### config.mk
export PLATFORM = sky130hd
export DESIGN_NAME = wheel_speed_average_odometer
export DESIGN_NICKNAME = d
export VERILOG_FILES = /design/src/hw/rtl/wsao_pkg.sv /design/src/hw/rtl/wheel_speed_average_odometer.sv /design/src/hw/rtl/wsao_ctrl.sv /design/src/hw/rtl/wsao_div.sv /design/src/hw/rtl/wsao_dp.sv
export SDC_FILE = /design/constraint.sdc
export NUM_CORES = 2
export LEC_CHECK = 0
export BUFFER_PORTS_ARGS = -buffer_cell sky130_fd_sc_hd__buf_2
export CAP_MARGIN = 10
export CORE_ASPECT_RATIO = 0.5
export CORE_MARGIN = 2
export CORE_UTILIZATION = 35
export CTS_CLUSTER_SIZE = 40
export DETAILED_ROUTE_END_ITERATION = 6
export PLACE_DENSITY = 0.55
export SKIP_LAST_GASP = 1
export SLEW_MARGIN = 20
export SYNTH_ARGS = -nofsm -noshare
export SYNTH_HDL_FRONTEND = slang
export SYNTH_SLANG_ARGS = --single-unit
### constraint.sdc
create_clock -name i_clk -period 16 [get_ports i_clk]
set_input_delay 0.8 -clock i_clk [delete_from_list [all_inputs] [get_ports i_clk]]
set_output_delay 0.8 -clock i_clk [all_outputs]
set_load 0.01 [all_outputs]
### src/hw/rtl/wsao_pkg.sv
// Shared types, constants and register codes of the wheel speed averaging odometer.
`default_nettype none
package wsao_pkg;

    localparam int WINDOW_LEN_DEF = 8;
    localparam int COUNT_W        = 16;
    localparam int GAIN_W         = 16;
    localparam int SPEED_W        = 32;
    localparam int DIST_W         = 48;
    localparam int PROD_W         = SPEED_W + 1 + GAIN_W + 1;
    localparam int STEP_SHIFT     = 17;
    localparam int APB_ADDR_W     = 4;
    localparam int APB_DATA_W     = 32;

    localparam logic signed [DIST_W-1:0] DIST_MAX = {1'b0, {(DIST_W-1){1'b1}}};
    localparam logic signed [DIST_W-1:0] DIST_MIN = {1'b1, {(DIST_W-1){1'b0}}};

    typedef enum logic [1:0] {
        REG_RIGHT_GAIN  = 2'd0,
        REG_LEFT_GAIN   = 2'd1,
        REG_TICK_PERIOD = 2'd2
    } t_reg_idx;

    typedef enum logic [2:0] {
        ST_IDLE,
        ST_SUM,
        ST_DWAIT,
        ST_DIST,
        ST_ACC
    } t_state;

    typedef struct packed {
        logic in_ready;
        logic sum;
        logic mult;
        logic acc;
    } t_cmd;

    typedef struct packed {
        logic div_done;
        logic out_free;
    } t_stat;

endpackage
`default_nettype wire

### src/hw/rtl/wheel_speed_average_odometer.sv
// Top level of the wheel speed averaging odometer: stream ports, register file, core.
//
// Each input word carries one period's signed left and right encoder counts. Each count
// is scaled by its wheel's Q0.16 gain into a Q15.16 speed sample, the last WINDOW_LEN
// samples per wheel are kept (zero after reset, so the first averages include zeros),
// and the output word gives their boxcar averages, rounded toward minus infinity, plus
// a Q31.16 distance that integrates the mean speed times tick_period and clamps at the
// 48-bit limits. One output word per input word, in order. Words go through one at a
// time, in the steps take and scale, window update, average, distance multiply and
// accumulate. With a power-of-two WINDOW_LEN the average is a shift; otherwise a
// reciprocal-multiply divider computes it. A finished word sits in the output register
// while the next input word is taken; a stalled output holds the last stage only until
// the register frees. Registers (16 bits, low half of pwdata): right_gain at 0x0,
// left_gain at 0x4, tick_period at 0x8; addresses 0xC to 0xF are ignored on write and
// read as zero. Write them only while the block is idle.
`default_nettype none
module wheel_speed_average_odometer #(
    parameter int WINDOW_LEN = wsao_pkg::WINDOW_LEN_DEF
) (
    input  wire logic                                i_clk,
    input  wire logic                                i_rst_n,
    // s_axis_tdata: left_count [15:0], right_count [31:16]
    input  wire logic                                s_axis_tvalid,
    output logic                                     s_axis_tready,
    input  wire logic [2*wsao_pkg::COUNT_W-1:0]      s_axis_tdata,
    // m_axis_tdata: left_speed [31:0], right_speed [63:32], travelled [111:64]
    output logic                                     m_axis_tvalid,
    input  wire logic                                m_axis_tready,
    output logic [2*wsao_pkg::SPEED_W+wsao_pkg::DIST_W-1:0] m_axis_tdata,
    input  wire logic                                psel,
    input  wire logic                                penable,
    input  wire logic                                pwrite,
    input  wire logic [wsao_pkg::APB_ADDR_W-1:0]     paddr,
    input  wire logic [wsao_pkg::APB_DATA_W-1:0]     pwdata,
    output logic [wsao_pkg::APB_DATA_W-1:0]          prdata,
    output logic                                     pready
);
    import wsao_pkg::*;

    logic [GAIN_W-1:0]         r_right_gain;
    logic [GAIN_W-1:0]         r_left_gain;
    logic [GAIN_W-1:0]         r_tick_period;
    t_reg_idx                  reg_idx;
    logic                      wr_en;
    t_cmd                      cmd;
    t_stat                     stat;
    t_state                    state;
    logic signed [SPEED_W-1:0] left_speed;
    logic signed [SPEED_W-1:0] right_speed;
    logic signed [DIST_W-1:0]  travelled;

    // register file: word-aligned, index in paddr[3:2]
    assign reg_idx = t_reg_idx'(paddr[3:2]);
    assign wr_en   = psel && penable && pwrite && pready;
    assign pready  = 1'b1;

    always_ff @(posedge i_clk) begin
        if (!i_rst_n) begin
            r_right_gain  <= '0;
            r_left_gain   <= '0;
            r_tick_period <= '0;
        end else if (wr_en) begin
            case (reg_idx)
                REG_RIGHT_GAIN:  r_right_gain  <= pwdata[GAIN_W-1:0];
                REG_LEFT_GAIN:   r_left_gain   <= pwdata[GAIN_W-1:0];
                REG_TICK_PERIOD: r_tick_period <= pwdata[GAIN_W-1:0];
                default: ;
            endcase
        end
    end

    always_comb begin
        case (reg_idx)
            REG_RIGHT_GAIN:  prdata = APB_DATA_W'(r_right_gain);
            REG_LEFT_GAIN:   prdata = APB_DATA_W'(r_left_gain);
            REG_TICK_PERIOD: prdata = APB_DATA_W'(r_tick_period);
            default:         prdata = '0;
        endcase
    end

    wsao_ctrl u_ctrl (
        .i_clk      (i_clk),
        .i_rst_n    (i_rst_n),
        .i_s_tvalid (s_axis_tvalid),
        .i_stat     (stat),
        .o_cmd      (cmd),
        .o_state    (state)
    );

    wsao_dp #(
        .WINDOW_LEN (WINDOW_LEN)
    ) u_dp (
        .i_clk         (i_clk),
        .i_rst_n       (i_rst_n),
        .i_cmd         (cmd),
        .o_stat        (stat),
        .i_s_tvalid    (s_axis_tvalid),
        .i_left_count  (s_axis_tdata[COUNT_W-1:0]),
        .i_right_count (s_axis_tdata[2*COUNT_W-1:COUNT_W]),
        .i_left_gain   (r_left_gain),
        .i_right_gain  (r_right_gain),
        .i_tick_period (r_tick_period),
        .i_m_tready    (m_axis_tready),
        .o_m_tvalid    (m_axis_tvalid),
        .o_left_speed  (left_speed),
        .o_right_speed (right_speed),
        .o_travelled   (travelled)
    );

    assign s_axis_tready = cmd.in_ready;
    assign m_axis_tdata  = {travelled, right_speed, left_speed};

    // a taken word always moves on to the window update
    a_take_to_sum: assert property (@(posedge i_clk) disable iff (!i_rst_n)
        (s_axis_tvalid && s_axis_tready) |=> (state == ST_SUM))
        else $error("taken word did not advance to window update");

    // the dividers finish only while the controller waits for them
    a_div_in_wait: assert property (@(posedge i_clk) disable iff (!i_rst_n)
        stat.div_done |-> (state == ST_DWAIT))
        else $error("divider done outside of wait state");

    // a new output word appears only after the accumulate step
    a_out_from_acc: assert property (@(posedge i_clk) disable iff (!i_rst_n)
        $rose(m_axis_tvalid) |-> ($past(state) == ST_ACC))
        else $error("output word raised without accumulate");

endmodule
`default_nettype wire

### src/hw/rtl/wsao_ctrl.sv
// Sequencing state machine of the odometer: one word at a time through the datapath.
`default_nettype none
module wsao_ctrl (
    input  wire logic             i_clk,
    input  wire logic             i_rst_n,
    input  wire logic             i_s_tvalid,
    input  wsao_pkg::t_stat       i_stat,
    output wsao_pkg::t_cmd        o_cmd,
    output wsao_pkg::t_state      o_state
);
    import wsao_pkg::*;

    t_state r_state;
    t_state n_state;

    always_ff @(posedge i_clk) begin
        if (!i_rst_n) begin
            r_state <= ST_IDLE;
        end else begin
            r_state <= n_state;
        end
    end

    always_comb begin
        n_state = r_state;
        case (r_state)
            ST_IDLE:  if (i_s_tvalid) n_state = ST_SUM;
            ST_SUM:   n_state = ST_DWAIT;
            ST_DWAIT: if (i_stat.div_done) n_state = ST_DIST;
            ST_DIST:  n_state = ST_ACC;
            ST_ACC:   if (i_stat.out_free) n_state = ST_IDLE;
            default:  n_state = ST_IDLE;
        endcase
    end

    always_comb begin
        o_cmd = '0;
        case (r_state)
            ST_IDLE: o_cmd.in_ready = 1'b1;
            ST_SUM:  o_cmd.sum      = 1'b1;
            ST_DIST: o_cmd.mult     = 1'b1;
            ST_ACC:  o_cmd.acc      = i_stat.out_free;
            default: o_cmd = '0;
        endcase
    end

    assign o_state = r_state;

endmodule
`default_nettype wire

### src/hw/rtl/wsao_div.sv
// Floor division of a window sum by the window length: shift or reciprocal multiply.
`default_nettype none
module wsao_div #(
    parameter int WINDOW_LEN = wsao_pkg::WINDOW_LEN_DEF,
    parameter int SUM_W      = wsao_pkg::SPEED_W + $clog2(WINDOW_LEN)
) (
    input  wire logic                              i_clk,
    input  wire logic                              i_rst_n,
    input  wire logic                              i_start,
    input  wire logic signed [SUM_W-1:0]           i_sum,
    output logic                                   o_done,
    output logic signed [wsao_pkg::SPEED_W-1:0]    o_avg
);
    import wsao_pkg::*;

    localparam bit IS_POW2 = (WINDOW_LEN & (WINDOW_LEN - 1)) == 0;

    if (IS_POW2) begin : g_pow2
        localparam int SH = $clog2(WINDOW_LEN);
        logic signed [SPEED_W-1:0] r_q;
        logic                      r_done;

        always_ff @(posedge i_clk) begin
            if (!i_rst_n) begin
                r_done <= 1'b0;
            end else begin
                r_done <= i_start;
            end
        end

        always_ff @(posedge i_clk) begin
            if (i_start) begin
                r_q <= SPEED_W'(i_sum >>> SH);
            end
        end

        assign o_done = r_done;
        assign o_avg  = r_q;
    end else begin : g_recip
        // Split the magnitude into a high part and a 16-bit low part and divide each by
        // multiplying with a constant reciprocal; the high remainder carries into the low
        // part. Steps in order: latch, high quotient, carry remainder, low quotient.
        localparam int D_W  = $clog2(WINDOW_LEN);
        localparam int U_W  = SUM_W - 1;
        localparam int LO_W = 16;
        localparam int HI_W = U_W - LO_W;
        localparam int X_W  = (HI_W > D_W + LO_W) ? HI_W : D_W + LO_W;
        localparam int SH   = X_W + D_W;
        localparam int M_W  = X_W + 2;
        localparam int P_W  = X_W + M_W;
        localparam logic [M_W-1:0]  DIV_M = M_W'(((64'd1 << SH) + 64'(WINDOW_LEN) - 64'd1)
                                               / 64'(WINDOW_LEN));
        localparam logic [HI_W-1:0] DIV_K = HI_W'(WINDOW_LEN);

        logic [U_W-1:0]  r_u;
        logic            r_neg;
        logic [3:0]      r_ph;
        logic [X_W-1:0]  r_qh;
        logic [X_W-1:0]  r_x;
        logic [X_W-1:0]  r_ql;
        logic [X_W-1:0]  mul_in;
        logic [P_W-1:0]  prod;
        logic [X_W-1:0]  mul_q;
        logic [HI_W-1:0] qh_k;
        logic [HI_W-1:0] rem_hi;
        logic [U_W-1:0]  quo;

        // negative n: floor(n/d) = ~((~n)/d), so divide the magnitude only
        always_comb begin
            mul_in = r_ph[2] ? r_x : X_W'(r_u[U_W-1:LO_W]);
            prod   = P_W'(mul_in) * P_W'(DIV_M);
            mul_q  = X_W'(prod >> SH);
            qh_k   = HI_W'(r_qh[HI_W-1:0] * DIV_K);
            rem_hi = r_u[U_W-1:LO_W] - qh_k;
            quo    = {r_qh[HI_W-1:0], r_ql[LO_W-1:0]};
        end

        always_ff @(posedge i_clk) begin
            if (!i_rst_n) begin
                r_ph <= '0;
            end else begin
                r_ph <= {r_ph[2:0], i_start};
            end
        end

        always_ff @(posedge i_clk) begin
            if (i_start) begin
                r_neg <= i_sum[SUM_W-1];
                r_u   <= U_W'(i_sum[SUM_W-1] ? ~i_sum : i_sum);
            end
            if (r_ph[0]) begin
                r_qh <= mul_q;
            end
            if (r_ph[1]) begin
                r_x <= X_W'({rem_hi[D_W-1:0], r_u[LO_W-1:0]});
            end
            if (r_ph[2]) begin
                r_ql <= mul_q;
            end
        end

        assign o_done = r_ph[3];
        assign o_avg  = r_neg ? ~quo[SPEED_W-1:0] : quo[SPEED_W-1:0];
    end

endmodule
`default_nettype wire

### src/hw/rtl/wsao_dp.sv
// Datapath: wheel samples, history shift lines, window sums, averages and distance.
`default_nettype none
module wsao_dp #(
    parameter int WINDOW_LEN = wsao_pkg::WINDOW_LEN_DEF
) (
    input  wire logic                                i_clk,
    input  wire logic                                i_rst_n,
    input  wsao_pkg::t_cmd                           i_cmd,
    output wsao_pkg::t_stat                          o_stat,
    input  wire logic                                i_s_tvalid,
    input  wire logic signed [wsao_pkg::COUNT_W-1:0] i_left_count,
    input  wire logic signed [wsao_pkg::COUNT_W-1:0] i_right_count,
    input  wire logic [wsao_pkg::GAIN_W-1:0]         i_left_gain,
    input  wire logic [wsao_pkg::GAIN_W-1:0]         i_right_gain,
    input  wire logic [wsao_pkg::GAIN_W-1:0]         i_tick_period,
    input  wire logic                                i_m_tready,
    output logic                                     o_m_tvalid,
    output logic signed [wsao_pkg::SPEED_W-1:0]      o_left_speed,
    output logic signed [wsao_pkg::SPEED_W-1:0]      o_right_speed,
    output logic signed [wsao_pkg::DIST_W-1:0]       o_travelled
);
    import wsao_pkg::*;

    localparam int SUM_W = SPEED_W + $clog2(WINDOW_LEN);

    logic signed [SPEED_W-1:0] r_lsmp;
    logic signed [SPEED_W-1:0] r_rsmp;
    logic signed [SPEED_W-1:0] r_lhist [WINDOW_LEN];
    logic signed [SPEED_W-1:0] r_rhist [WINDOW_LEN];
    logic signed [SUM_W-1:0]   r_lsum;
    logic signed [SUM_W-1:0]   r_rsum;
    logic signed [SUM_W-1:0]   n_lsum;
    logic signed [SUM_W-1:0]   n_rsum;
    logic signed [PROD_W-1:0]  r_prod;
    logic signed [DIST_W-1:0]  r_dist;
    logic signed [DIST_W:0]    dist_raw;
    logic signed [DIST_W-1:0]  n_dist;
    logic signed [SPEED_W-1:0] lavg;
    logic signed [SPEED_W-1:0] ravg;
    logic                      ldone;
    logic                      rdone;
    logic                      r_valid;
    logic                      take;
    logic signed [PROD_W-STEP_SHIFT-1:0] step;

    assign take = i_cmd.in_ready && i_s_tvalid;

    // scale counts into samples as the word is taken
    always_ff @(posedge i_clk) begin
        if (take) begin
            r_lsmp <= SPEED_W'(i_left_count * $signed({1'b0, i_left_gain}));
            r_rsmp <= SPEED_W'(i_right_count * $signed({1'b0, i_right_gain}));
        end
    end

    always_comb begin
        n_lsum = r_lsum - SUM_W'(r_lhist[WINDOW_LEN-1]) + SUM_W'(r_lsmp);
        n_rsum = r_rsum - SUM_W'(r_rhist[WINDOW_LEN-1]) + SUM_W'(r_rsmp);
    end

    always_ff @(posedge i_clk) begin
        if (!i_rst_n) begin
            r_lsum <= '0;
            r_rsum <= '0;
            for (int i = 0; i < WINDOW_LEN; i++) begin
                r_lhist[i] <= '0;
                r_rhist[i] <= '0;
            end
        end else if (i_cmd.sum) begin
            r_lsum     <= n_lsum;
            r_rsum     <= n_rsum;
            r_lhist[0] <= r_lsmp;
            r_rhist[0] <= r_rsmp;
            for (int i = 1; i < WINDOW_LEN; i++) begin
                r_lhist[i] <= r_lhist[i-1];
                r_rhist[i] <= r_rhist[i-1];
            end
        end
    end

    wsao_div #(
        .WINDOW_LEN (WINDOW_LEN),
        .SUM_W      (SUM_W)
    ) u_ldiv (
        .i_clk   (i_clk),
        .i_rst_n (i_rst_n),
        .i_start (i_cmd.sum),
        .i_sum   (n_lsum),
        .o_done  (ldone),
        .o_avg   (lavg)
    );

    wsao_div #(
        .WINDOW_LEN (WINDOW_LEN),
        .SUM_W      (SUM_W)
    ) u_rdiv (
        .i_clk   (i_clk),
        .i_rst_n (i_rst_n),
        .i_start (i_cmd.sum),
        .i_sum   (n_rsum),
        .o_done  (rdone),
        .o_avg   (ravg)
    );

    always_ff @(posedge i_clk) begin
        if (i_cmd.mult) begin
            r_prod <= PROD_W'((SPEED_W+1)'(lavg) + (SPEED_W+1)'(ravg))
                      * $signed({1'b0, i_tick_period});
        end
    end

    // floor shift, add, clamp at the 48-bit limits
    always_comb begin
        step     = (PROD_W-STEP_SHIFT)'(r_prod >>> STEP_SHIFT);
        dist_raw = (DIST_W+1)'(r_dist) + (DIST_W+1)'(step);
        if (dist_raw[DIST_W] != dist_raw[DIST_W-1]) begin
            n_dist = dist_raw[DIST_W] ? DIST_MIN : DIST_MAX;
        end else begin
            n_dist = dist_raw[DIST_W-1:0];
        end
    end

    always_ff @(posedge i_clk) begin
        if (!i_rst_n) begin
            r_dist  <= '0;
            r_valid <= 1'b0;
        end else begin
            if (i_cmd.acc) begin
                r_dist  <= n_dist;
                r_valid <= 1'b1;
            end else if (i_m_tready) begin
                r_valid <= 1'b0;
            end
        end
    end

    always_ff @(posedge i_clk) begin
        if (i_cmd.acc) begin
            o_left_speed  <= lavg;
            o_right_speed <= ravg;
            o_travelled   <= n_dist;
        end
    end

    assign o_m_tvalid      = r_valid;
    assign o_stat.div_done = ldone && rdone;
    assign o_stat.out_free = !r_valid || i_m_tready;

endmodule
`default_nettype wire
======== Word level (Yosys, flattened, before mapping) ========
Memory sizes are Yosys's and may differ from the RTL's.
Cells that the tools add are included.
cells by class
  bitwise logic cells ..................... 16
  reduce and logical (&&, ||, !) cells .... 12
  multiply operators ...................... 3
  multiplexer cells ....................... 33
  $add $sub $neg .......................... 6
  equality and inequality tests ........... 10
operators with widths
  cell                  number
  $mux W32              16
  $mux W48              2
  $add A35 B32 Y35      2
  $sub A35 B32 Y35      2
  $mul A16 B17 Y32      2
  $mul A50 B17 Y50      1
  $add A48 B33 Y49      1
  $pmux W16 S3          1
  $add A32 B32 Y33      1
  $or A1 B1 Y1          16
  $pmux W3 S5           1
  $mux W1               10
  $mux W3               3
  $eq A3 B2 Y1 const B  2
  $reduce_and A2 Y1     3
  $ne A2 B1 Y1 const B  2
  $eq A3 B1 Y1 const B  1
  $eq A3 B3 Y1 const B  1
  $logic_and A1 B1 Y1   3
  $logic_not A3 Y1      1
  $reduce_and A3 Y1     1
  $eq A2 B1 Y1 const B  1
  $eq A2 B2 Y1 const B  1
  $logic_not A2 Y1      1
  5 further kinds       5
word-level totals
  memories kept ........................... 2
  register bits after elaboration ......... 461
  input bits .............................. 75
  memory bits (writable) .................. 512
  output and inout port bits .............. 147
memory list
  name          words  bits a word  read ports  clocked after Yosys merged registers in  wr ports  RTL line       text
  u_dp.r_lhist  8      32           8           0                                        8         wsao_dp.sv:28  logic signed [SPEED_W-1:0] r_lhist [WINDOW_LEN];
  u_dp.r_rhist  8      32           8           0                                        8         wsao_dp.sv:29  logic signed [SPEED_W-1:0] r_rhist [WINDOW_LEN];

======== Longest topological paths before layout ========
  word-level depth ........................ 6
  gate-level depth with buffers ........... 38

======== Cells and area by module ========
Synthesis repeated with hierarchy kept, for this count alone.
unflattened totals
  cell total of the unflattened synthesis .. 7514
  area, all modules ....................... 78579.1 um2
modules (own cells, without submodules)
  module                        instances  area an instance (um2)  cells an instance
  wsao_dp                       1          74189.9                 7180
  wheel_speed_average_odometer  1          2263.4                  250
  wsao_div                      2          987.2                   34
  wsao_ctrl                     1          151.4                   16

======== Least setup slack after synthesis ========
OpenSTA, ideal clock, no wires.
  kind .................................... flip-flop to flip-flop
  start ................................... register u_ctrl.r_state[0] (netlist: u_ctrl.o_state[0])
  end ..................................... memory u_dp.r_lhist[0][0], enable pin
  clock period less this slack ............ 12.317 ns
  stages on the path, launching flop included .. 7
  setup slack ............................. 3.683 ns
  setup time .............................. 0.860 ns
  arrival ................................. 11.458 ns
  buffers on the path ..................... 2
  path through ............................ dfxtp_1 -> or3b_2 -> clkbuf_1 -> inv_1 -> clkbuf_1 -> nor2_1 -> inv_1
RTL lines
  element                 RTL line         text
  from (decl)             wsao_ctrl.sv:13  t_state r_state;
  from (signal assigned)  wsao_ctrl.sv:20  r_state <= n_state;
  to (decl)               wsao_dp.sv:28

======== Worst setup path in the final report ========
  start ................................... register u_dp.u_rdiv.g_pow2.r_q[0] (netlist: u_dp.u_rdiv.o_avg[0])
  end ..................................... register u_dp.r_prod[47], data pin
on the way
  cells in the longest elaborated chain, start to end .. 2
RTL lines
  element                 RTL line        text
  from (decl)             wsao_div.sv:20  logic signed [SPEED_W-1:0] r_q;
  from (signal assigned)  wsao_div.sv:33  r_q <= SPEED_W'(i_sum >>> SH);
  $add A32 B32 Y33        wsao_dp.sv:107  r_prod <= PROD_W'((SPEED_W+1)'(lavg) + (SPEED_W+1)'(ravg))
  $mul A50 B17 Y50        wsao_dp.sv:108  * $signed({1'b0, i_tick_period});
  to (signal assigned)    wsao_dp.sv:107
  to (decl)               wsao_dp.sv:34   logic signed [PROD_W-1:0] r_prod;
Every way passes these cells.
A chain may end at the register's enable or synchronous reset.

==> flow_summary.yaml <==
detailed_routing:
  dr.first_iter.drc_count: 3964
  routed_wl_mm: 204
  ant_nets: 0
  vias: 54500
  drc: 0
  drt_first_pass_iters: 5
  wl_per_cell_um: 18.6
  viasPerCell: 4.95
sta:
  rsz0062_at_grt: "no"
  fin_setup_tns_ns: 0
  period_needed_ns: 10.41
  drv_slew: 0
  clock-skew-final_ns: 0.0490
  setup_viol: 0
  hold_ws_ns: 0.359
  worst_pin_slew_ns: 1.10
  fmax_ghz: 0.0961
  fin_ws_ns: 5.59
  slew-limit-headroom_pct: 26.8
  min_period_over_period_pct: 65.0
  hold_viol_final: 0
die:
  core_area_um2: 228000
  die-area_um2: 233000
  ioPinCount: 222
  die_w_um: 681
  rows: 124
  initial_core_util_pct: 35.2
  dieHeight_um: 342
synthesis:
  syn_inst: 7957
  synth_edf_count: 785
  yosysTopAreaCellShare_pct: 29.4
  seq_area_frac_synth_pct: 33.7
  yosys.area.top_type: "edfxtp_1"
  synth.most_common_cell: "inv_1"
  synthFlopType: "edfxtp_1"
  async_flop_share_pct: 0
  synth_cell_types: 89
  synth.top_cells.by_count: "inv_1, nand2_1, fa_1, edfxtp_1, ha_1"
  ys_ff_latch: 956
  yosys-top-cells-area: "edfxtp_1, fa_1, ha_1"
  synth_warnings: 0
  avgSynthCellArea_um2: 10.1
  synth.cell_area_um2: 80200
setup_path:
  required_ns: 16.43
  start_kind: "flop"
  crit_slowest_cell: "nor2_2"
  path_buf_inv: 4
  crit_fanout: 16
  crit_path_frequent_cell: "fa_1"
  cp_top_family: "adder cells"
  crit_type: "flop to flop"
  endpoint_kind: "flop"
  critical_path_arrival_ns: 10.83
  critical_path.max_stage_delay_ns: 0.76
finish:
  drive_gt1_share_pct: 5.99
  area_growth_pct: 8.85
  fin_nets: 9434
clock_network:
  htree_levels: 3
  cts_hold_buf: 0
  cts_sinks: 956
  insertion_delay_ns: 0.72
  cts_tree: "yes"
  cts_buffers: 97
  post-cts-setup-buffers: 0
  clk_pin_slew_ns: 0.07
  post_cts_resized: 0
  clk_path_buf_depth: 3
  cts_root_buf: "clkbuf_16"
place:
  dp_hpwl_mm: 148
  port_buffers: 186
  dp_slack_ns: 5.61
  gp_congestion: 0.867
grt:
  grtUsageTotal_pct: 17.4
  grt-ovfl-total: 0
  grt_first_pass_wirelength_mm: 319
  grt_pass1_vias: 54700
  grt_start_max_net_pins: 239
  antenna_found_initial: 5
outcome:
  status: "completed"
power:
  p_leak_uw: 0.0398
  ir_drop_mv: 0.0933
  finalPower_uw: 8370
  power.density_nw_per_um2: 95.8
job:
  maxCapViolCount: 0
hold_path:
  hp-class: "input pin to flop"
[cells in the final DEF, fill, tap and decap left out, types with 13 or more instances in the layout]
cell type  synthesis  layout
fa_1             959     959
nor3_1           126     126
clkbuf_1         401      22
nor2b_1           58      58
nand4_1           33      33
o21bai_1          29      29
dfxtp_1          171     170
o311ai_0          15      15
or3_1             17      17
o211ai_1          36      36
a31oi_1           30      30
conb_1             2      17
a211oi_1          28      28
a311oi_1          13      13
a21o_1           111     111
edfxtp_1         785     785
inv_1           1362    1359
and2_1           483     482
nor4_1            29      29
and3_1           364     364
xnor2_1          171     168
mux2i_1           19      19
buf_2             12     185
a21oi_1          329     329
nand2_1         1082    1082
buf_4             19      85
nand3_1           77      77
nand2b_1          66      66
o21ai_0          150     150
xor2_1            54      51
nor2_1           170     165
clkbuf_16          0      98
ha_1             501     500
o21a_1            41      41
o22ai_1           25      25
clkinv_1           2      17
[power by group]
group | total (uW) | internal [uW] | switching, uW
registers | 3130 | 3010 | 125
clock network | 2400 | 1370 | 1030
logic | 2830 | 891 | 1940
total | 8370 | 5270 | 3100
[registers in the layout, indices dropped and copies added, names as in the netlist, 3 cells and up]
register            cells
u_dp.r_lhist          256
u_dp.r_rhist          256
u_dp.o_travelled       48
u_dp.r_dist            48
u_dp.r_lsum            35
u_dp.r_rsum            35
u_dp.r_prod            33
u_dp.o_left_speed      32
u_dp.o_right_speed     32
u_dp.r_lsmp            32
u_dp.r_rsmp            32
u_dp.u_ldiv.o_avg      32
u_dp.u_rdiv.o_avg      32
r_left_gain            16
r_right_gain           16
r_tick_period          16
u_ctrl.o_state          3
[final timing paths]
path | from | to | slack, ns | cells past startpoint
worst max-delay path | u_dp.u_rdiv.o_avg[0] | u_dp.r_prod[47] | 5.59 | 34
worst min-delay path | pwdata[10] | r_right_gain[10] | 0.36 | 3
worst max register to register | u_dp.u_rdiv.o_avg[0] | u_dp.r_prod[47] | 5.59 | 34
worst min register to register | u_dp.u_ldiv.o_avg[26] | u_dp.o_left_speed[26] | 0.44 | 0
[worst min-delay path: stages]
cell and delay, ns:
buf_2 0.12, nand2_1 0.05, a21oi_1 0.05
[cell families (layout without fill, tap and decap cells)]
logic type	Yosys count	after routing	share of synthesized area [%]
other cells	2	21	0.00936
flops	956	956	33.7
buf+inv	1811	1820	8.62
simple gates	2542	2542	15.7
xor+xnor	225	225	2.46
compound gates	938	938	7.49
fa+ha+maj	1460	1460	31.8
mux	23	23	0.320
[stage by stage]
stage | util, % | cell area [um^2] | cells
4_1_cts | 38.3 | 87300 | 11000
2_1_floorplan | - | 80300 | 7972
3_5_place_dp | 36.8 | 84000 | 10800
6_report | 38.3 | 87300 | 11000
3_3_place_gp | 36.8 | 84000 | 10800
5_1_grt | 38.3 | 87300 | 11000
[cell type report]
class,instances,area [um^2]
fillers,22500,141000
multi-input cells,5205,46400
flip-flops and latches,956,27000
inverters,1366,5150
well taps,3024,3780
clock buffers,129,2660
repair buffers,273,1620
clock inverters,52,657
diodes,4,10.0
[routing by layer]
layer	GRT usage, %	wire, um	vias to the layer above
met5	0	0	-
met2	28.5	94800	1217
met4	4.55	5550	0
met3	2.53	10500	269
li1	-	-	25600
met1	24.4	93600	27500
(Power assumes the default switching activity.)
